[src/hw/rtl/wsf_pkg.sv]
// Shared types, constants and helpers for the waypoint step follower.
package wsf_pkg;

	localparam int PW              = 32;
	localparam int CFG_DW          = 24;
	localparam int CFG_IW          = 3;
	localparam int WPW             = 6;
	localparam int MAX_WAYPOINTS_D = 32;
	localparam int SQRT_STEPS      = 31;
	localparam int DIV_STEPS       = 54;
	localparam int ITW             = 6;
	localparam logic [48:0] NEAR_ZERO_SQ = 49'd4295;

	localparam logic [CFG_IW-1:0] REG_MAX_STEP   = 3'd0;
	localparam logic [CFG_IW-1:0] REG_REACH_TH   = 3'd1;
	localparam logic [CFG_IW-1:0] REG_ALT_TOL    = 3'd2;
	localparam logic [CFG_IW-1:0] REG_ALT_OFFSET = 3'd3;
	localparam logic [CFG_IW-1:0] REG_HOLD_TICKS = 3'd4;
	localparam logic [CFG_IW-1:0] REG_WP_COUNT   = 3'd5;
	localparam logic [CFG_IW-1:0] REG_WARMUP     = 3'd6;

	typedef enum logic [2:0] {
		ACT_HEARTBEAT = 3'd0,
		ACT_SETPOINT  = 3'd1,
		ACT_OFFBOARD  = 3'd2,
		ACT_ARM       = 3'd3,
		ACT_DONE      = 3'd4
	} action_t;

	typedef enum logic [1:0] {
		MODE_INIT     = 2'd0,
		MODE_OFFBOARD = 2'd1,
		MODE_ARMED    = 2'd2
	} mode_t;

	typedef enum logic [1:0] {
		SEL_ZERO = 2'd0,
		SEL_POS  = 2'd1,
		SEL_TGT  = 2'd2,
		SEL_STEP = 2'd3
	} sp_sel_t;

	typedef enum logic [3:0] {
		ST_IDLE, ST_EVAL, ST_TGT, ST_CHK, ST_SQ, ST_CMP, ST_NORM, ST_MUL,
		ST_SINIT, ST_SQRT, ST_DINIT_A, ST_DIVA, ST_DINIT_B, ST_DIVB, ST_APPLY, ST_OUT
	} state_t;

	typedef struct packed {
		logic [23:0]        step_len;
		logic [23:0]        reach_th;
		logic [23:0]        alt_tol;
		logic signed [23:0] alt_offset;
		logic [15:0]        hold_ticks;
		logic [5:0]         wp_count;
		logic [7:0]         warmup;
	} cfg_t;

	typedef struct packed {
		logic           accept;
		logic [WPW-1:0] rd_wp;
		logic           anchor_cap;
		logic           tgt_en;
		logic           diff_en;
		logic           sq_en;
		logic           norm_en;
		logic           mul_en;
		logic           sqrt_init;
		logic           sqrt_step;
		logic           div_init;
		logic           div_sel_b;
		logic           div_step;
		logic           qa_store;
		logic           apply_en;
		logic           out_load;
		action_t        out_act;
		sp_sel_t        out_sel;
		logic [WPW-1:0] out_wp;
		logic           out_hold;
	} cmd_t;

	typedef struct packed {
		logic odom_seen;
		logic gate_ok;
		logic near;
		logic reach;
		logic r_zero;
		logic out_busy;
	} sts_t;

	function automatic logic [PW-1:0] sat_pos(input logic [PW:0] v);
		logic [PW-1:0] res;
		if (v[PW] != v[PW-1])
			res = v[PW] ? {1'b1, {(PW-1){1'b0}}} : {1'b0, {(PW-1){1'b1}}};
		else
			res = v[PW-1:0];
		return res;
	endfunction

endpackage

[src/hw/rtl/wsf_cfg.sv]
// Configuration register bank.
module wsf_cfg
	import wsf_pkg::*;
(
	input  logic              clk,
	input  logic              arst_n,
	input  logic              cfg_write,
	input  logic [CFG_IW-1:0] cfg_index,
	input  logic [CFG_DW-1:0] cfg_data,
	output cfg_t              cfg
);

	cfg_t cfg_q;

	always_ff @(posedge clk or negedge arst_n) begin
		if (!arst_n) begin
			cfg_q.step_len   <= 24'd32768;
			cfg_q.reach_th   <= 24'd6554;
			cfg_q.alt_tol    <= 24'd19661;
			cfg_q.alt_offset <= 24'sd327680;
			cfg_q.hold_ticks <= 16'd50;
			cfg_q.wp_count   <= 6'd11;
			cfg_q.warmup     <= 8'd10;
		end else if (cfg_write) begin
			unique case (cfg_index)
				REG_MAX_STEP:   cfg_q.step_len   <= cfg_data;
				REG_REACH_TH:   cfg_q.reach_th   <= cfg_data;
				REG_ALT_TOL:    cfg_q.alt_tol    <= cfg_data;
				REG_ALT_OFFSET: cfg_q.alt_offset <= cfg_data;
				REG_HOLD_TICKS: cfg_q.hold_ticks <= cfg_data[15:0];
				REG_WP_COUNT:   cfg_q.wp_count   <= cfg_data[5:0];
				REG_WARMUP:     cfg_q.warmup     <= cfg_data[7:0];
				default: ;
			endcase
		end
	end

	assign cfg = cfg_q;

endmodule

[config.mk]
export PLATFORM = sky130hd
export DESIGN_NAME = wsf_cfg
export DESIGN_NICKNAME = d
export VERILOG_FILES = /design/src/hw/rtl/wsf_pkg.sv /design/src/hw/rtl/wsf_cfg.sv
export SDC_FILE = /design/constraint.sdc
export NUM_CORES = 1
export LEC_CHECK = 0
export BUFFER_PORTS_ARGS = -buffer_cell sky130_fd_sc_hd__buf_2
export CORE_MARGIN = 2
export CORE_UTILIZATION = 46
export DETAILED_ROUTE_END_ITERATION = 8
export GPL_ROUTABILITY_DRIVEN = 0
export PLACE_DENSITY = 0.76
export SYNTH_ARGS = -nofsm -noshare
export SYNTH_HDL_FRONTEND = slang
export SYNTH_SLANG_ARGS = --single-unit
[constraint.sdc]
create_clock -name clk -period 0.8 [get_ports clk]
set_clock_uncertainty 0.15 [all_clocks]
set_input_delay 0.2 -clock clk [delete_from_list [all_inputs] [get_ports clk]]
set_output_delay 0.2 -clock clk [all_outputs]
set_load 0.05 [all_outputs]
==> run summary, run 1 <==
hold path depth = 2
Starting DRT DRC Count = 153
fin util = 90.4%
post-synth cell types = 12
Adder-Cell Fraction of Synth Area = 0%
final setup vio count = 252
Slowest Stage Delay on Critical Path = 570 ps
Internal Power = 19.7 mW
mean area per synthesized cell = 17.9 sq um
Net Switching = 11.8 mW
reg2reg end = cfg[107]
global-route usage over all layers = 28.8%
unrepaired setup endpoints after global routing = yes
Synth-to-Final Area Change = 90.1%
Synth Cell Area = 0.00491 sq mm
post-synthesis sequential area ratio = 64.9%
Hold WS = -185 ps
Worst Setup Path Type = reg -> out
WP buf/inv = 1
antenna diode count = 0
total number of H-tree levels = 4
post-route ant nets = 0
max reg flops = 126
first drt pass iteration count = 4
Tmin final = 1610 ps
CTS tree = done
combinational fraction of design power = 44.2%
routed wire length per instance = 27.4 um
Startpoint Class = register
synthesized net count = 305
fin. max-slew vios = 0
vias per cell = 5.23
clk root buf = clkbuf_8
Required @ worst endpoint = 450 ps
worst reg-to-reg path cell count = 3
Tcrit/Tclk final = 201%
static leakage = 4.40 nW
failing checks = hold timing, setup timing
global route overflow = 0
Routed WL = 19.1 mm
chip width = 107 um
Crit. End Element = primary output
Clock Pin Slew Worst Setup and Hold Paths = 60 ps
Worst slew margin = 79.4%
vias in the first global route = 3940
register share of total power = 30.9%
metal3 WL = 1.04 mm
# rows = 37
I/O pin cnt = 156
Max Cap Viol = 0
via count = 3639
CTS buffer count = 17
outcome = complete, but fails checks
Met1 Wirelength = 7.42 mm
first-pass GRT wire length = 24.1 mm
Simple-Gate Fraction of Synth Area = 1.76%
critical-path cell list = buf_8
maximum clock frequency = 0.621 GHz
Top delay family on crit path = flip-flops
Min-Delay Endpoint = cfg[70]
largest family of logic cells by synthesized area = multiplexers
crit path DAT = 1260 ps
Critical R2R Launch = cfg[107]
HP Start = cfg_data[16]
initial antenna violation count = 0
drc violations = 0
Top Metal Used = met4
mux cell area share after synthesis = 30.4%
clock share of power = 24.9%
Post-Synth XOR/XNOR Area = 0%
largest net degree at the start of global routing = 33
critical path's slowest cell = dfstp_2
Worst-Margin Slew = 308 ps
Syn. warnings = 0
Initial Utilization = 47.6%
Post-Layout Cell Count = 696
PortBufs = 155
chip height = 107 um
share of layout cells above drive strength 1 = 95.9%
CTS Hold Bufs = 1
NumNets Final = 577
Critical Path Fanout Max = 2
Hold Path Class = in -> reg
Synth Instances = 275
endpoints failing hold = 127
placed insts = 574
WL met2 = 9.97 mm
Die ar. = 0.0115 sq mm
final worst slack = -811 ps
core box area = 0.0103 sq mm
reg-to-reg setup timing slack = -410 ps
pwr/cell area = 3370 mW/mm^2
synthesized flop and latch total = 126
clock latency on the worst-skew pair = 530 ps
Synth Area in Compound Gates = 0%
HPWL after DPL = 8.10 mm
CTS Buffer Depth = 2
switching part of the total = 37.5%
Overall Power = 31.5 mW
VDD IR max = 2060 uV
clock sink total = 126
[area by class of cell]
type                    count  area [sq um]
multi-input cells         133          2020
flip-flops and latches    126          3290
fillers                   336           992
repair buffers            269          3260
clock buffers              20           445
well taps                 136           170
clock inverters            12           143
[through the flow]
| step | setup TNS [ps] | instance area [sq um] | setup slack [ps] |
|---|---|---|---|
| finish | -115380 | 9330 | -811 |
| global route | -120040 | 9330 | -841 |
| CTS | -109270 | 8830 | -796 |
| detailed placement | -120840 | 6400 | -927 |
| global placement | -116190 | 6400 | -850 |
| floorplan | -89320 | 5310 | -763 |
[power groups by stage]
| stage | Sequential, mW | Combinational, mW | Clock [mW] |
|---|---|---|---|
| finish | 9.74 | 13.9 | 7.83 |
| global route | 9.84 | 14.3 | 8.15 |
| CTS | 9.45 | 12.6 | 7.70 |
| detailed placement | 9.04 | 9.31 | 0 |
| global placement | 8.96 | 9.18 | 0 |
| floorplan | 14.1 | 1.93 | 0 |
[synthesized netlist by cell type, drive strengths merged]
master	number	area share, %
dfstp	26	14
nand4b	3	0.66
buf	16	2.9
nor4b	1	0.48
dfrtp	100	51
nor4bb	3	0.61
mux2	126	30
[repair_timing]
item / 4_1_cts / 5_1_grt
setup buffers: 42 / 60
setup endpoints to repair: 252 / 252
pin swaps: 4 / 4
endpoints found under the hold margin: 252 / 127
gates cloned: 8 / 2
gates resized for setup: 380 / 91
[metal layers]
layer	GRT usage (%)	vias up
li1	-	1520
met1	34.5	1917
met2	48.7	156
met3	7.81	46
met4	12.6	0
met5	0	-
[logic make-up after synthesis]
group                  Yosys count
DFF                            126
muxes                          126
and+or+nand+nor                  7
buffers and inverters           16
[placed cells by master, fill, tap and decap left out, types with 2 or more instances in the layout]
master / synthesis / routed
dfstp_2: 26 / 26
dfrtp_1: 100 / 19
buf_2: 7 / 24
nor4bb_4: 0 / 3
buf_4: 0 / 15
buf_6: 7 / 157
clkbuf_8: 0 / 3
clkinvlp_4: 0 / 3
buf_8: 2 / 46
buf_12: 0 / 20
mux2_4: 20 / 124
clkinv_2: 0 / 6
dfrtp_2: 0 / 81
mux2_2: 87 / 2
clkbuf_16: 0 / 18
nand4b_1: 2 / 2
bufinv_16: 0 / 3
buf_16: 0 / 4
[worst max path at each step]
stage            startpoint        to  cells past startpoint  slack (ps)
6_report            cfg[48]   cfg[48]                      1        -810
5_1_grt             cfg[48]   cfg[48]                      1        -840
4_1_cts             cfg[86]   cfg[86]                      1        -800
3_5_place_dp   cfg_index[0]   cfg[98]                      4        -930
3_3_place_gp   cfg_index[0]   cfg[92]                      4        -850
2_1_floorplan  cfg_index[1]  cfg[102]                      4        -760
(Power assumes the default switching activity.)
==> run 2, diff against run 1 <==
Settings changed: CORE_ASPECT_RATIO set to 1.75, CORE_UTILIZATION 46 to 51, PLACE_DENSITY 0.76 to 0.8, TNS_END_PERCENT set to 50.
Clock period 0.8 ns to 1.75 ns, I/O delays scaled along.
==> run summary, run 2 (same netlist as run 1, synthesis figures left out) <==
Initial Utilization = 52.2% (was 47.6%)
setup TNS = 0 ps (was -115380 ps)
Crit. End Element = primary output (unchanged)
clock latency on the worst-skew pair = 410 ps (was 530 ps)
Worst slew margin = 77.5% (was 79.4%)
chip width = 78.2 um (was 107 um)
pwr/cell area = 1770 mW/mm^2 (was 3370 mW/mm^2)
largest net degree at the start of global routing = 45 (was 33)
chip height = 134 um (was 107 um)
critical-path cell list = buf_4 (was buf_8)
fin. max-slew vios = 0 (unchanged)
core box area = 0.00941 sq mm (was 0.0103 sq mm)
antenna diode count = 0 (unchanged)
HPWL after DPL = 7.82 mm (was 8.10 mm)
Routed WL = 11.3 mm (was 19.1 mm)
Max Cap Viol = 0 (unchanged)
first-pass GRT wire length = 17.8 mm (was 24.1 mm)
clk root buf = clkbuf_16 (was clkbuf_8)
# rows = 47 (was 37)
via count = 3020 (was 3639)
critical path's slowest cell = dfstp_2 (unchanged)
crit path DAT = 1120 ps (was 1260 ps)
CTS Buffer Depth = 2 (unchanged)
vias in the first global route = 3150 (was 3940)
CTS buffer count = 17 (unchanged)
Critical Path Fanout Max = 2 (unchanged)
most frequent cells in the layout = 128 x buf_2, 100 x dfrtp_1, 87 x mux2_2 (was 157 x buf_6, 124 x mux2_4, 81 x dfrtp_2)
CTS tree = done (unchanged)
global route overflow = 0 (unchanged)
Hold Path Class = in -> reg (unchanged)
maximum clock frequency = 0.585 GHz
Worst-Margin Slew = 338 ps (was 308 ps)
setup slack at placement = -149 ps (was -927 ps)
share of layout cells above drive strength 1 = 73.8% (was 95.9%)
Post-Layout Cell Count = 588 (was 696)
Slowest Stage Delay on Critical Path = 520 ps (was 570 ps)
VDD IR max = 1210 uV (was 2060 uV)
PortBufs = 155 (unchanged)
global-route usage over all layers = 22.9% (was 28.8%)
commonest non-fill, non-tap cell in the layout = buf_2 (was buf_6)
vias per cell = 5.14 (was 5.23)
routed wire length per instance = 19.2 um (was 27.4 um)
NumNets Final = 483 (was 577)
total number of H-tree levels = 4 (unchanged)
outcome = completed (was complete, but fails checks)
initial antenna violation count = 0 (unchanged)
placed insts = 555 (was 574)
I/O pin cnt = 156 (unchanged)
Synth-to-Final Area Change = 38.5% (was 90.1%)
drc violations = 0 (unchanged)
Clock Pin Slew Worst Setup and Hold Paths = 60 ps (about the same)
Tcrit/Tclk final = 97.7%
unrepaired setup endpoints after global routing = no (was yes)
Overall Power = 12.0 mW (was 31.5 mW)
endpoints failing hold = 0 (was 127)
Required @ worst endpoint = 1160 ps (was 450 ps)
fin util = 72.3% (was 90.4%)
Startpoint Class = register (unchanged)
Worst Setup Path Type = reg -> out (unchanged)
Fillers = 636 (was 336)
Starting DRT DRC Count = 94 (was 153)
clock sink total = 126 (unchanged)
max reg flops = 126 (unchanged)
Setup Buffers After CTS = 0 (was 42)
first drt pass iteration count = 4 (unchanged)
post-route ant nets = 0 (unchanged)
WP buf/inv = 1 (unchanged)
DP Area = 0.00597 sq mm (was 0.00640 sq mm)
final worst slack = 41.0 ps (was -811 ps)
Tmin final = 1710 ps
fin area = 0.00680 sq mm (was 0.00933 sq mm)
Hold WS = 152 ps (was -185 ps)
Top delay family on crit path = flip-flops (unchanged)
static leakage = 3.23 nW (was 4.40 nW)
final setup vio count = 0 (was 252)
Die ar. = 0.0105 sq mm (was 0.0115 sq mm)
## run 2: cell count changes in the layout (fill, tap and decap cells not counted), sizes merged
cell and delta:
clkinv -4, clkbuf -3, buf -92, inv +3, bufinv +2
## run 2: final cells by class
cell class | count | area, sq um | area share [%]
Sequential cell | 126 | 3190 | 46.9
Multi-Input combinational cell | 133 | 1630 | 23.9
Timing Repair Buffer | 175 | 1170 | 17.3
Clock buffer | 19 | 453 | 6.66
Clock inverter | 13 | 209 | 3.07
Tap cell | 122 | 153 | 2.25
## run 2: final timing paths
path | start | end | slack [ps] | cells after the start
worst min register to register | cfg[26] | cfg[26] | 330 | 1
worst max register to register | cfg[95] | cfg[95] | 780 | 1
max in group asynchronous | arst_n | cfg[86] | 520 | 3
min in group asynchronous | arst_n | cfg[49] | 320 | 2
worst min-delay path | cfg_data[9] | cfg[23] | 150 | 2
worst max-delay path | cfg[65] | cfg[65] | 40 | 1
## run 2: routing by layer
layer,up-vias,track usage (%),share of wire (%)
li1,1341,-,-
met1,1548,27.3,39
met2,114,38.4,54
met3,17,7.74,5.4
met4,0,8.87,1.9
met5,-,0,0
## run 2: what timing repair did
| item | in CTS | in global routing |
|---|---|---|
| hold buffers | 1 | 0 |
| hold endpoints to repair | 16 | 0 |
| endpoints found under the setup margin | 26 | 23 |
| resized for setup | 27 | 23 |
## run 2: where the power goes
group | leakage [nW] | switching (mW) | internal, mW | total [mW]
clock | 0.316 | 1.28 | 2.61 | 3.89
combinational | 1.44 | 2.96 | 1.18 | 4.14
sequential | 1.47 | 0.363 | 3.66 | 4.02
