===== config.mk =====
export PLATFORM = sky130hd
export DESIGN_NAME = wsf_ctrl
export DESIGN_NICKNAME = d
export VERILOG_FILES = /design/src/hw/rtl/wsf_pkg.sv /design/src/hw/rtl/wsf_ctrl.sv
export SDC_FILE = /design/constraint.sdc
export NUM_CORES = 1
export LEC_CHECK = 0
export BUFFER_PORTS_ARGS = -buffer_cell sky130_fd_sc_hd__buf_4
export CAP_MARGIN = 10
export CORE_MARGIN = 10
export CORE_UTILIZATION = 51
export DETAILED_ROUTE_END_ITERATION = 12
export PLACE_DENSITY = 0.87
export SLEW_MARGIN = 15
export SYNTH_ARGS = -nofsm -noshare
export SYNTH_HDL_FRONTEND = slang
export SYNTH_SLANG_ARGS = --single-unit

===== constraint.sdc =====
create_clock -name clk -period 6.1 [get_ports clk]
set_input_delay 0.915 -clock clk [delete_from_list [all_inputs] [get_ports clk]]
set_output_delay 0.915 -clock clk [all_outputs]
set_load 0.01 [all_outputs]

===== src/hw/rtl/wsf_pkg.sv =====
// Shared types, constants and helpers for the waypoint step follower.
package wsf_pkg;

	localparam int PW              = 32;
	localparam int CFG_DW          = 24;
	localparam int CFG_IW          = 3;
	localparam int WPW             = 6;
	localparam int MAX_WAYPOINTS_D = 32;
	localparam int SQRT_STEPS      = 31;
	localparam int DIV_STEPS       = 54;
	localparam int ITW             = 6;
	localparam logic [48:0] NEAR_ZERO_SQ = 49'd4295;

	localparam logic [CFG_IW-1:0] REG_MAX_STEP   = 3'd0;
	localparam logic [CFG_IW-1:0] REG_REACH_TH   = 3'd1;
	localparam logic [CFG_IW-1:0] REG_ALT_TOL    = 3'd2;
	localparam logic [CFG_IW-1:0] REG_ALT_OFFSET = 3'd3;
	localparam logic [CFG_IW-1:0] REG_HOLD_TICKS = 3'd4;
	localparam logic [CFG_IW-1:0] REG_WP_COUNT   = 3'd5;
	localparam logic [CFG_IW-1:0] REG_WARMUP     = 3'd6;

	typedef enum logic [2:0] {
		ACT_HEARTBEAT = 3'd0,
		ACT_SETPOINT  = 3'd1,
		ACT_OFFBOARD  = 3'd2,
		ACT_ARM       = 3'd3,
		ACT_DONE      = 3'd4
	} action_t;

	typedef enum logic [1:0] {
		MODE_INIT     = 2'd0,
		MODE_OFFBOARD = 2'd1,
		MODE_ARMED    = 2'd2
	} mode_t;

	typedef enum logic [1:0] {
		SEL_ZERO = 2'd0,
		SEL_POS  = 2'd1,
		SEL_TGT  = 2'd2,
		SEL_STEP = 2'd3
	} sp_sel_t;

	typedef enum logic [3:0] {
		ST_IDLE, ST_EVAL, ST_TGT, ST_CHK, ST_SQ, ST_CMP, ST_NORM, ST_MUL,
		ST_SINIT, ST_SQRT, ST_DINIT_A, ST_DIVA, ST_DINIT_B, ST_DIVB, ST_APPLY, ST_OUT
	} state_t;

	typedef struct packed {
		logic [23:0]        step_len;
		logic [23:0]        reach_th;
		logic [23:0]        alt_tol;
		logic signed [23:0] alt_offset;
		logic [15:0]        hold_ticks;
		logic [5:0]         wp_count;
		logic [7:0]         warmup;
	} cfg_t;

	typedef struct packed {
		logic           accept;
		logic [WPW-1:0] rd_wp;
		logic           anchor_cap;
		logic           tgt_en;
		logic           diff_en;
		logic           sq_en;
		logic           norm_en;
		logic           mul_en;
		logic           sqrt_init;
		logic           sqrt_step;
		logic           div_init;
		logic           div_sel_b;
		logic           div_step;
		logic           qa_store;
		logic           apply_en;
		logic           out_load;
		action_t        out_act;
		sp_sel_t        out_sel;
		logic [WPW-1:0] out_wp;
		logic           out_hold;
	} cmd_t;

	typedef struct packed {
		logic odom_seen;
		logic gate_ok;
		logic near;
		logic reach;
		logic r_zero;
		logic out_busy;
	} sts_t;

	function automatic logic [PW-1:0] sat_pos(input logic [PW:0] v);
		logic [PW-1:0] res;
		if (v[PW] != v[PW-1])
			res = v[PW] ? {1'b1, {(PW-1){1'b0}}} : {1'b0, {(PW-1){1'b1}}};
		else
			res = v[PW-1:0];
		return res;
	endfunction

endpackage


===== src/hw/rtl/wsf_ctrl.sv =====
// Sequencer: mission state, warm-up, hold and the step computation order.
module wsf_ctrl
	import wsf_pkg::*;
#(
	parameter int MAX_WAYPOINTS = MAX_WAYPOINTS_D
) (
	input  logic clk,
	input  logic arst_n,
	input  logic in_valid,
	output logic in_stall,
	input  logic req_type,
	input  cfg_t cfg,
	input  sts_t sts,
	output cmd_t cmd
);

	state_t         state_q, state_d;
	mode_t          mode_q, mode_d;
	logic [7:0]     warm_q, warm_d;
	logic [WPW-1:0] wp_q, wp_d;
	logic           anchor_set_q, anchor_set_d;
	logic           hold_q, hold_d;
	logic [15:0]    hold_cnt_q, hold_cnt_d;
	action_t        act_q, act_d;
	sp_sel_t        sel_q, sel_d;
	logic [ITW-1:0] iter_q, iter_d;

	logic [8:0]  wp_lim;
	logic        wp_done;
	logic        warm_active;
	logic        accept;
	logic [15:0] hc_inc;

	// waypoint_count above the table depth acts as the depth
	assign wp_lim = ({3'b0, cfg.wp_count} > 9'(MAX_WAYPOINTS)) ?
		9'(MAX_WAYPOINTS) : {3'b0, cfg.wp_count};
	assign wp_done     = {3'b0, wp_q} >= wp_lim;
	assign warm_active = warm_q < cfg.warmup;
	assign accept      = in_valid && (state_q == ST_IDLE);
	assign in_stall    = (state_q != ST_IDLE);
	assign hc_inc      = hold_cnt_q + {15'b0, (hold_cnt_q != 16'hFFFF)};

	always_comb begin
		state_d = state_q;
		unique case (state_q)
			ST_IDLE:    if (accept && !req_type) state_d = ST_EVAL;
			ST_EVAL: begin
				if (warm_active || mode_q != MODE_ARMED || wp_done)
					state_d = ST_OUT;
				else
					state_d = ST_TGT;
			end
			ST_TGT:     state_d = ST_CHK;
			ST_CHK:     state_d = ST_SQ;
			ST_SQ:      state_d = ST_CMP;
			ST_CMP: begin
				if ((wp_q == WPW'(1) && !sts.gate_ok) || sts.near)
					state_d = ST_OUT;
				else
					state_d = ST_NORM;
			end
			ST_NORM:    state_d = ST_MUL;
			ST_MUL:     state_d = ST_SINIT;
			ST_SINIT:   state_d = ST_SQRT;
			ST_SQRT:    if (iter_q == ITW'(SQRT_STEPS - 1)) state_d = ST_DINIT_A;
			ST_DINIT_A: state_d = sts.r_zero ? ST_OUT : ST_DIVA;
			ST_DIVA:    if (iter_q == ITW'(DIV_STEPS - 1)) state_d = ST_DINIT_B;
			ST_DINIT_B: state_d = ST_DIVB;
			ST_DIVB:    if (iter_q == ITW'(DIV_STEPS - 1)) state_d = ST_APPLY;
			ST_APPLY:   state_d = ST_OUT;
			ST_OUT:     if (!sts.out_busy) state_d = ST_IDLE;
			default:    state_d = ST_IDLE;
		endcase
	end

	always_comb begin
		cmd          = '0;
		cmd.rd_wp    = wp_q;
		cmd.out_act  = act_q;
		cmd.out_sel  = sel_q;
		cmd.out_wp   = wp_q;
		cmd.out_hold = hold_q;
		mode_d       = mode_q;
		warm_d       = warm_q;
		wp_d         = wp_q;
		anchor_set_d = anchor_set_q;
		hold_d       = hold_q;
		hold_cnt_d   = hold_cnt_q;
		act_d        = act_q;
		sel_d        = sel_q;
		iter_d       = iter_q;
		unique case (state_q)
			ST_IDLE: cmd.accept = accept;
			ST_EVAL: begin
				sel_d = SEL_ZERO;
				if (warm_active) begin
					act_d = ACT_HEARTBEAT;
					if (sts.odom_seen) begin
						act_d  = ACT_SETPOINT;
						sel_d  = SEL_POS;
						warm_d = warm_q + 8'd1;
						if (!anchor_set_q) begin
							cmd.anchor_cap = 1'b1;
							anchor_set_d   = 1'b1;
						end
					end
				end else if (mode_q == MODE_INIT) begin
					act_d  = ACT_OFFBOARD;
					mode_d = MODE_OFFBOARD;
				end else if (mode_q == MODE_OFFBOARD) begin
					act_d  = ACT_ARM;
					mode_d = MODE_ARMED;
				end else if (wp_done) begin
					act_d = ACT_DONE;
				end else begin
					act_d = ACT_SETPOINT;
					if (!anchor_set_q) begin
						cmd.anchor_cap = 1'b1;
						anchor_set_d   = 1'b1;
					end
				end
			end
			ST_TGT: cmd.tgt_en  = 1'b1;
			ST_CHK: cmd.diff_en = 1'b1;
			ST_SQ:  cmd.sq_en   = 1'b1;
			ST_CMP: begin
				if (wp_q == WPW'(1) && !sts.gate_ok) begin
					sel_d = SEL_POS;
				end else begin
					if (hold_q) begin
						hold_cnt_d = hc_inc;
						if (hc_inc >= cfg.hold_ticks) begin
							wp_d         = wp_q + WPW'(1);
							anchor_set_d = 1'b0;
							hold_d       = 1'b0;
						end
					end else if (sts.reach) begin
						hold_d     = 1'b1;
						hold_cnt_d = '0;
					end
					sel_d = SEL_TGT;
				end
			end
			ST_NORM: cmd.norm_en = 1'b1;
			ST_MUL:  cmd.mul_en  = 1'b1;
			ST_SINIT: begin
				cmd.sqrt_init = 1'b1;
				iter_d        = '0;
			end
			ST_SQRT: begin
				cmd.sqrt_step = 1'b1;
				iter_d        = iter_q + ITW'(1);
			end
			ST_DINIT_A: begin
				cmd.div_init = 1'b1;
				iter_d       = '0;
			end
			ST_DIVA: begin
				cmd.div_step = 1'b1;
				iter_d       = iter_q + ITW'(1);
			end
			ST_DINIT_B: begin
				cmd.qa_store  = 1'b1;
				cmd.div_init  = 1'b1;
				cmd.div_sel_b = 1'b1;
				iter_d        = '0;
			end
			ST_DIVB: begin
				cmd.div_step = 1'b1;
				iter_d       = iter_q + ITW'(1);
			end
			ST_APPLY: begin
				cmd.apply_en = 1'b1;
				sel_d        = SEL_STEP;
			end
			ST_OUT: cmd.out_load = !sts.out_busy;
			default: ;
		endcase
	end

	always_ff @(posedge clk or negedge arst_n) begin
		if (!arst_n) begin
			state_q      <= ST_IDLE;
			mode_q       <= MODE_INIT;
			warm_q       <= '0;
			wp_q         <= '0;
			anchor_set_q <= 1'b0;
			hold_q       <= 1'b0;
			hold_cnt_q   <= '0;
			act_q        <= ACT_HEARTBEAT;
			sel_q        <= SEL_ZERO;
			iter_q       <= '0;
		end else begin
			state_q      <= state_d;
			mode_q       <= mode_d;
			warm_q       <= warm_d;
			wp_q         <= wp_d;
			anchor_set_q <= anchor_set_d;
			hold_q       <= hold_d;
			hold_cnt_q   <= hold_cnt_d;
			act_q        <= act_d;
			sel_q        <= sel_d;
			iter_q       <= iter_d;
		end
	end

endmodule


==> metrics.yaml, run 1 <==
place_inst: 535
layoutNonFillerInstCount: 543
rr_endpoint: "wp_q[0]"
post_dp_cell_area_mm2: 0.00403
drtIter0Drc: 201
clock_sinks: 49
cts_tree: "done"
crit-reg2reg-launch: "hold_cnt_q[4]"
endpoint_kind: "flop"
rsz0062_at_grt: "false"
die_y_um: 103
antenna_found_initial: 0
regArea_mm2: 0.00123
power_frac_clock_pct: 16.0
multiInputGateArea_mm2: 0.00201
status: "finished, final reports clean"
via_per_inst: 5.62
drive_gt1_share_pct: 19.2
worstPathMaxFanout: 8
nets: 635
netlist_instances: 401
row_count: 30
clk-insertion-delay-late_ns: 0.31
synth_fp_nets: 574
p_int_uw: 720
hold_violations: 0
relSlewSlack_pct: 28.5
p_leak_nw: 2.11
power_frac_comb_pct: 40.7
place.gp.congestion: 0.830
crit_path_end: "wp_q[0]"
io_pins: 170
vdd_drop_max_mv: 0.134
power-per-cell-area_mw_per_mm2: 298
max_stage_delay_ns: 0.71
ant_nets: 0
die-area_mm2: 0.0105
cpMostUsedCell: "ha_1"
layout_commonest_cell: "buf_4"
hold_class: "flop to flop"
fin_crit_ns: 4.45
fill_cells: 572
hpwl_mm: 6.38
arrival_ns: 4.65
path_delay_family: "simple AND/OR/NAND/NOR gates"
max_freq_ghz: 0.225
skew_ns: 0.00931
path_buf_inv: 0
start_util_pct: 51.9
async_flop_share_pct: 100
cp_data_required_time_ns: 6.30
synth_area_per_cell_um2: 8.69
grt_use_total_pct: 15.3
synth_flop_cell: "dfrtp_1"
slew_viol_final: 0
drv_cap: 0
clockBufferDepth: 2
slowest_stage: "o41ai_2"
critPathLaunch: "hold_cnt_q[4]"
p_sw_share_pct: 41.3
cts_buffers: 5
post_cts_buffers: 0
dr.pass1.iters: 4
wl_per_cell_um: 14.9
p_seq_share_pct: 43.3
crit_chain: "and4_1 -> nand3_1 -> or4_1 -> ha_1 -> ha_1 -> and3_1 -> nand4_1 -> nor2_1 -> xor2_1 -> ha_1 -> nand4_1 -> o41ai_2 -> nand2_1 -> xnor2_1"
grt_max_degree: 50
yosysWarnings: 0
syn_area_mm2: 0.00348
clock-root-buffer: "clkbuf_8"
path_clk_slew_ns: 0.10
ctsResizeCount: 0
grt_pass1_vias: 3026
p_sw_uw: 506
layout_common_cells: "buf_4, dfrtp_1, nand2_1, inv_1, ha_1"
setup_viol: 0
r2r_cells: 14
antenna_cells: 0
yosysSeqAreaShare_pct: 35.2
synth_seq_cells: 49
whs_ns: 0.483
dieWidth_um: 103
rrSetupSlack_ns: 1.65
post-route-period-util_pct: 73.0
grt_pass1_wl_mm: 13.4
synth_edf_count: 0
floorplan.core_area_mm2: 0.00672
drcViolationCount: 0
synth_cell_type_count: 45
setup-tns-final_ns: 0
worst_pin_slew_ns: 1.07
portBuffers: 73
vias: 3050
globalRouteOverflowTotal: 0
path_class: "flop to flop"
htree_levels: 2
synthToLayoutAreaGrowth_pct: 18.1
cts_hold_buf: 0
drt_wl_total_mm: 8.09
cp.depth: 14
stdcell_area_mm2: 0.00412
start_kind: "flop"
[metrics by stage]
step | worst slack (ns) | utilization [%] | power [mW]
final | 1.65 | 61.2 | 1.23
after global routing | 1.28 | 61.2 | 1.33
after CTS | 1.70 | 61.2 | 1.23
after detailed placement | 1.73 | 59.9 | 1.04
after global placement | 1.85 | 59.9 | 1.01
after floorplan | 2.22 | - | 0.860
[power groups by stage]
| stage | clock network, mW | registers, mW | logic (mW) |
|---|---|---|---|
| after detailed placement | 0 | 0.535 | 0.502 |
| after CTS | 0.201 | 0.528 | 0.505 |
| after global placement | 0 | 0.530 | 0.481 |
| final | 0.196 | 0.531 | 0.499 |
| after floorplan | 0 | 0.480 | 0.380 |
| after global routing | 0.218 | 0.546 | 0.564 |
[worst register-to-register path, delay by kind of cell, from the launching register on]
kind / cells / cell delay, ns
simple gates: 8 / 2.02
flops: 1 / 0.48
compound gates: 1 / 0.71
fa+ha+maj: 3 / 0.79
xor+xnor: 2 / 0.35
[cell families (layout without fill, tap and decap cells)]
logic type	after synthesis	count (layout)	synth area share, %
multiplexers	6	6	1.80
buffers and inverters	56	118	7.07
adder cells (fa/ha/maj)	37	37	13.3
flip-flops	49	49	35.2
AND/OR/NAND/NOR	139	139	19.5
XOR/XNOR	29	29	7.29
AO/OA/AOI/OAI	85	85	15.8
[how the worst min path moves through the flow]
stage / endpoint / depth (start not counted) / slack, ns / startpoint
floorplan: warm_q[7] / 1 / 0.45 / warm_q[7]
global placement: warm_q[7] / 1 / 0.47 / warm_q[7]
detailed placement: warm_q[7] / 1 / 0.47 / warm_q[7]
CTS: warm_q[7] / 1 / 0.49 / warm_q[7]
global route: warm_q[7] / 1 / 0.52 / warm_q[7]
finish: warm_q[7] / 1 / 0.48 / warm_q[7]
[state kept, by name, indices dropped and copies added, names as in the netlist]
register and flops:
iter_q 6, hold_cnt_q 16, state_q 4, hold_q 1, mode_q 2, act_q 3, anchor_set_q 1, wp_q 6
warm_q 8, sel_q 2
[cell usage after synthesis (all sizes together) (8+ instances only)]
library cell	number	area (um2)
dfrtp	49	1230
nand2	42	158
ha	37	463
inv	37	139
nor2	25	101
a21oi	24	120
o21ai	24	120
xnor2	21	184
nand3	18	90.1
nor3	15	75.1
buf	14	88.8
a22o	11	96.3
and3	10	62.6
nand4	10	62.6
xor2	8	70.1
[layer usage]
| metal | GRT usage, % | share of wire (%) |
|---|---|---|
| met1 | 17.5 | 41 |
| met2 | 27.3 | 50 |
| met3 | 4.36 | 7.2 |
| met4 | 3.80 | 1.3 |
| met5 | 0 | 0 |
[area by class of cell]
type | count | area share [%]
Clock inverter | 3 | 0.517
Clock buffer | 5 | 1.67
Sequential cell | 49 | 29.8
Tap cell | 80 | 2.43
Timing Repair Buffer | 73 | 13.3
Inverter | 37 | 3.37
Multi-Input combinational cell | 296 | 48.9
Note: power is estimated with default switching activity, not from simulation.
==> inputs of run 2 (changes only) <==
--- a/config.mk
+++ b/config.mk
@@ -5,12 +5,13 @@
 export SDC_FILE = /design/constraint.sdc
 export NUM_CORES = 1
 export LEC_CHECK = 0
+export ABC_AREA = 1
 export BUFFER_PORTS_ARGS = -buffer_cell sky130_fd_sc_hd__buf_4
 export CAP_MARGIN = 10
 export CORE_MARGIN = 10
-export CORE_UTILIZATION = 51
+export CORE_UTILIZATION = 43
 export DETAILED_ROUTE_END_ITERATION = 12
-export PLACE_DENSITY = 0.87
+export PLACE_DENSITY = 0.77
 export SLEW_MARGIN = 15
 export SYNTH_ARGS = -nofsm -noshare
 export SYNTH_HDL_FRONTEND = slang
==> constraint.sdc (replaced) <==
create_clock -name clk -period 4.04 [get_ports clk]
set_input_delay 0.606 -clock clk [delete_from_list [all_inputs] [get_ports clk]]
set_output_delay 0.606 -clock clk [all_outputs]
set_load 0.01 [all_outputs]
==> metrics.yaml, run 2 <==
hold_class: "input pin to asynchronous set/reset pin"
drtIter0Drc: 159
drt_wl_total_mm: 8.71
die_y_um: 113
relSlewSlack_pct: 58.6
htree_levels: 2
globalRouteOverflowTotal: 0
place.gp.congestion: 0.847
cp_data_required_time_ns: 4.22
row_count: 33
skew_ns: 0.00619
slowest_stage: "dfrtp_1"
grt_pass1_vias: 3447
ant_nets: 0
synth_most_common_cell: "nand2_1"
yosysSeqAreaShare_pct: 32.8
start_kind: "flop"
p_leak_nw: 2.55
grt_use_total_pct: 13.6
hold_violations: 0
async_flop_share_pct: 100
endpoint_kind: "flop"
wl_per_cell_um: 12.8
power_frac_comb_pct: 50.5
arrival_ns: 3.70
multiInputGateArea_mm2: 0.00207
layoutNonFillerInstCount: 681
fin_crit_ns: 3.52
cts_hold_buf: 0
via_per_inst: 5.01
layout_commonest_cell: "nand2_1"
worst_pin_slew_ns: 0.621
yosysWarnings: 0
vdd_drop_max_mv: 0.246
synth_seq_cells: 49
layout_common_cells: "nand2_1, inv_1, buf_4, dfrtp_1, nor2_1"
clockBufferDepth: 2
syn_area_mm2: 0.00374
io_pins: 170
p_sw_share_pct: 43.9
path_buf_inv: 2
clk-insertion-delay-late_ns: 0.30
drv_cap: 0
portBuffers: 73
slew_viol_final: 0
path_delay_family: "simple AND/OR/NAND/NOR gates"
die-area_mm2: 0.0128
drive_gt1_share_pct: 18.4
antenna_found_initial: 0
ys_top_cells_by_count: "nand2_1, inv_1, dfrtp_1"
hpwl_mm: 7.11
p_int_mw: 1.28
synth_cell_type_count: 39
max_stage_delay_ns: 0.43
p_sw_uw: 998
finish.utilization_pct: 53.4
start_util_pct: 44.8
max_freq_ghz: 0.284
synth_area_per_cell_um2: 7.40
place_inst: 673
grt_pass1_wl_mm: 15.1
largest_register: "hold_cnt_q"
p_seq_share_pct: 33.6
regArea_mm2: 0.00123
post_cts_buffers: 0
reg_top3: "hold_cnt_q x16, warm_q x8"
dr.pass1.iters: 4
yosys-top-cells-area: "dfrtp_1, ha_1, nand2_1"
grt_max_degree: 50
synth_top_area_share_pct: 32.8
synth_flop_cell: "dfrtp_1"
drcViolationCount: 0
path_class: "flop to flop"
clock_sinks: 49
nets: 748
floorplan.core_area_mm2: 0.00834
synth_edf_count: 0
antenna_cells: 0
setup-tns-final_ns: 0
crit_chain: "nand2_1 -> inv_1 -> nand3_1 -> nor2_1 -> nand4_1 -> ha_1 -> nand3_2 -> nor3_4 -> nand3_1 -> nor3_2 -> nand3_1 -> and2_1 -> ha_1 -> nand2_1 -> o21bai_1 -> nand2_1 -> a21oi_1 -> nand3_1 -> nand2_4 -> inv_2 -> nand2_1 -> o21ai_0"
setup_viol: 0
synth_fp_nets: 678
fill_cells: 808
post-route-period-util_pct: 87.1
netlist_instances: 505
cts_tree: "done"
dieWidth_um: 113
clock-root-buffer: "clkbuf_8"
ctsResizeCount: 0
rsz0062_at_grt: "false"
synth_area_leader_cell: "dfrtp_1"
vias: 3409
status: "finished, final reports clean"
power-per-cell-area_mw_per_mm2: 511
power_frac_clock_pct: 15.9
synthToLayoutAreaGrowth_pct: 19.2
largest_register_ffs: 16
worstPathMaxFanout: 8
cts_buffers: 5
path_clk_slew_ns: 0.09
-- run 2: final timing paths --
path | slack [ns] | cells past startpoint | start | endpoint
min | 0.31 | 1 | arst_n | warm_q[3]
max reg2reg | 0.52 | 22 | hold_cnt_q[5] | wp_q[4]
min in group clk | 0.49 | 2 | anchor_set_q | anchor_set_q
min reg2reg | 0.49 | 2 | anchor_set_q | anchor_set_q
max | 0.52 | 22 | hold_cnt_q[5] | wp_q[4]
max in group asynchronous | 3.31 | 1 | arst_n | hold_cnt_q[4]
-- run 2: worst reg2reg max path, delay by kind of cell, from the launching register on --
| family | cells | cell delay (ns) |
|---|---|---|
| compound gates | 3 | 0.45 |
| fa+ha+maj | 2 | 0.47 |
| buf+inv | 2 | 0.15 |
| flops | 1 | 0.43 |
| simple gates | 15 | 1.91 |
-- run 2: metal layers --
| metal | GRT usage (%) | wire, um |
|---|---|---|
| met1 | 16.0 | 3730 |
| met3 | 3.28 | 546 |
| met5 | 0 | 0 |
| met2 | 24.3 | 4340 |
| met4 | 3.13 | 87 |
-- run 2: stage by stage --
step / total power, mW / hold WS, ns / instance area (um2) / setup WS [ns]
floorplan: 1.56 / 0.310 / 3740 / 1.07
CTS: 2.30 / 0.338 / 4460 / 0.530
global placement: 1.88 / 0.460 / 4340 / 0.604
global route: 2.50 / 0.356 / 4460 / 0.107
finish: 2.28 / 0.310 / 4460 / 0.523
detailed placement: 1.93 / 0.468 / 4340 / 0.557
-- run 2: cell families (layout without fill, tap and decap cells) --
kind of cell    Yosys count  count (layout)  synth area share (%)
fa+ha+maj                37              37                  12.4
xor+xnor                 23              23                  5.39
flops                    49              49                  32.8
simple gates            237             237                  29.3
compound gates           55              55                  8.40
buf+inv                 104             175                  11.8
-- run 2: area by class of cell --
class                      instances  share of cell area, %
sequential                        49                   27.5
tap                              105                   2.95
clock buffer                       7                   1.94
timing repair buffer              73                   12.3
inverter                          94                   8.12
clock inverter                     1                  0.674
multi-input combinational        352                   46.5
-- run 2: power by group through the flow --
stage / clock network (mW) / logic (mW) / registers [mW]
3_5_place_dp: 0 / 1.16 / 0.775
4_1_cts: 0.373 / 1.16 / 0.765
6_report: 0.362 / 1.15 / 0.765
2_1_floorplan: 0 / 0.810 / 0.748
5_1_grt: 0.396 / 1.32 / 0.785
3_3_place_gp: 0 / 1.11 / 0.768
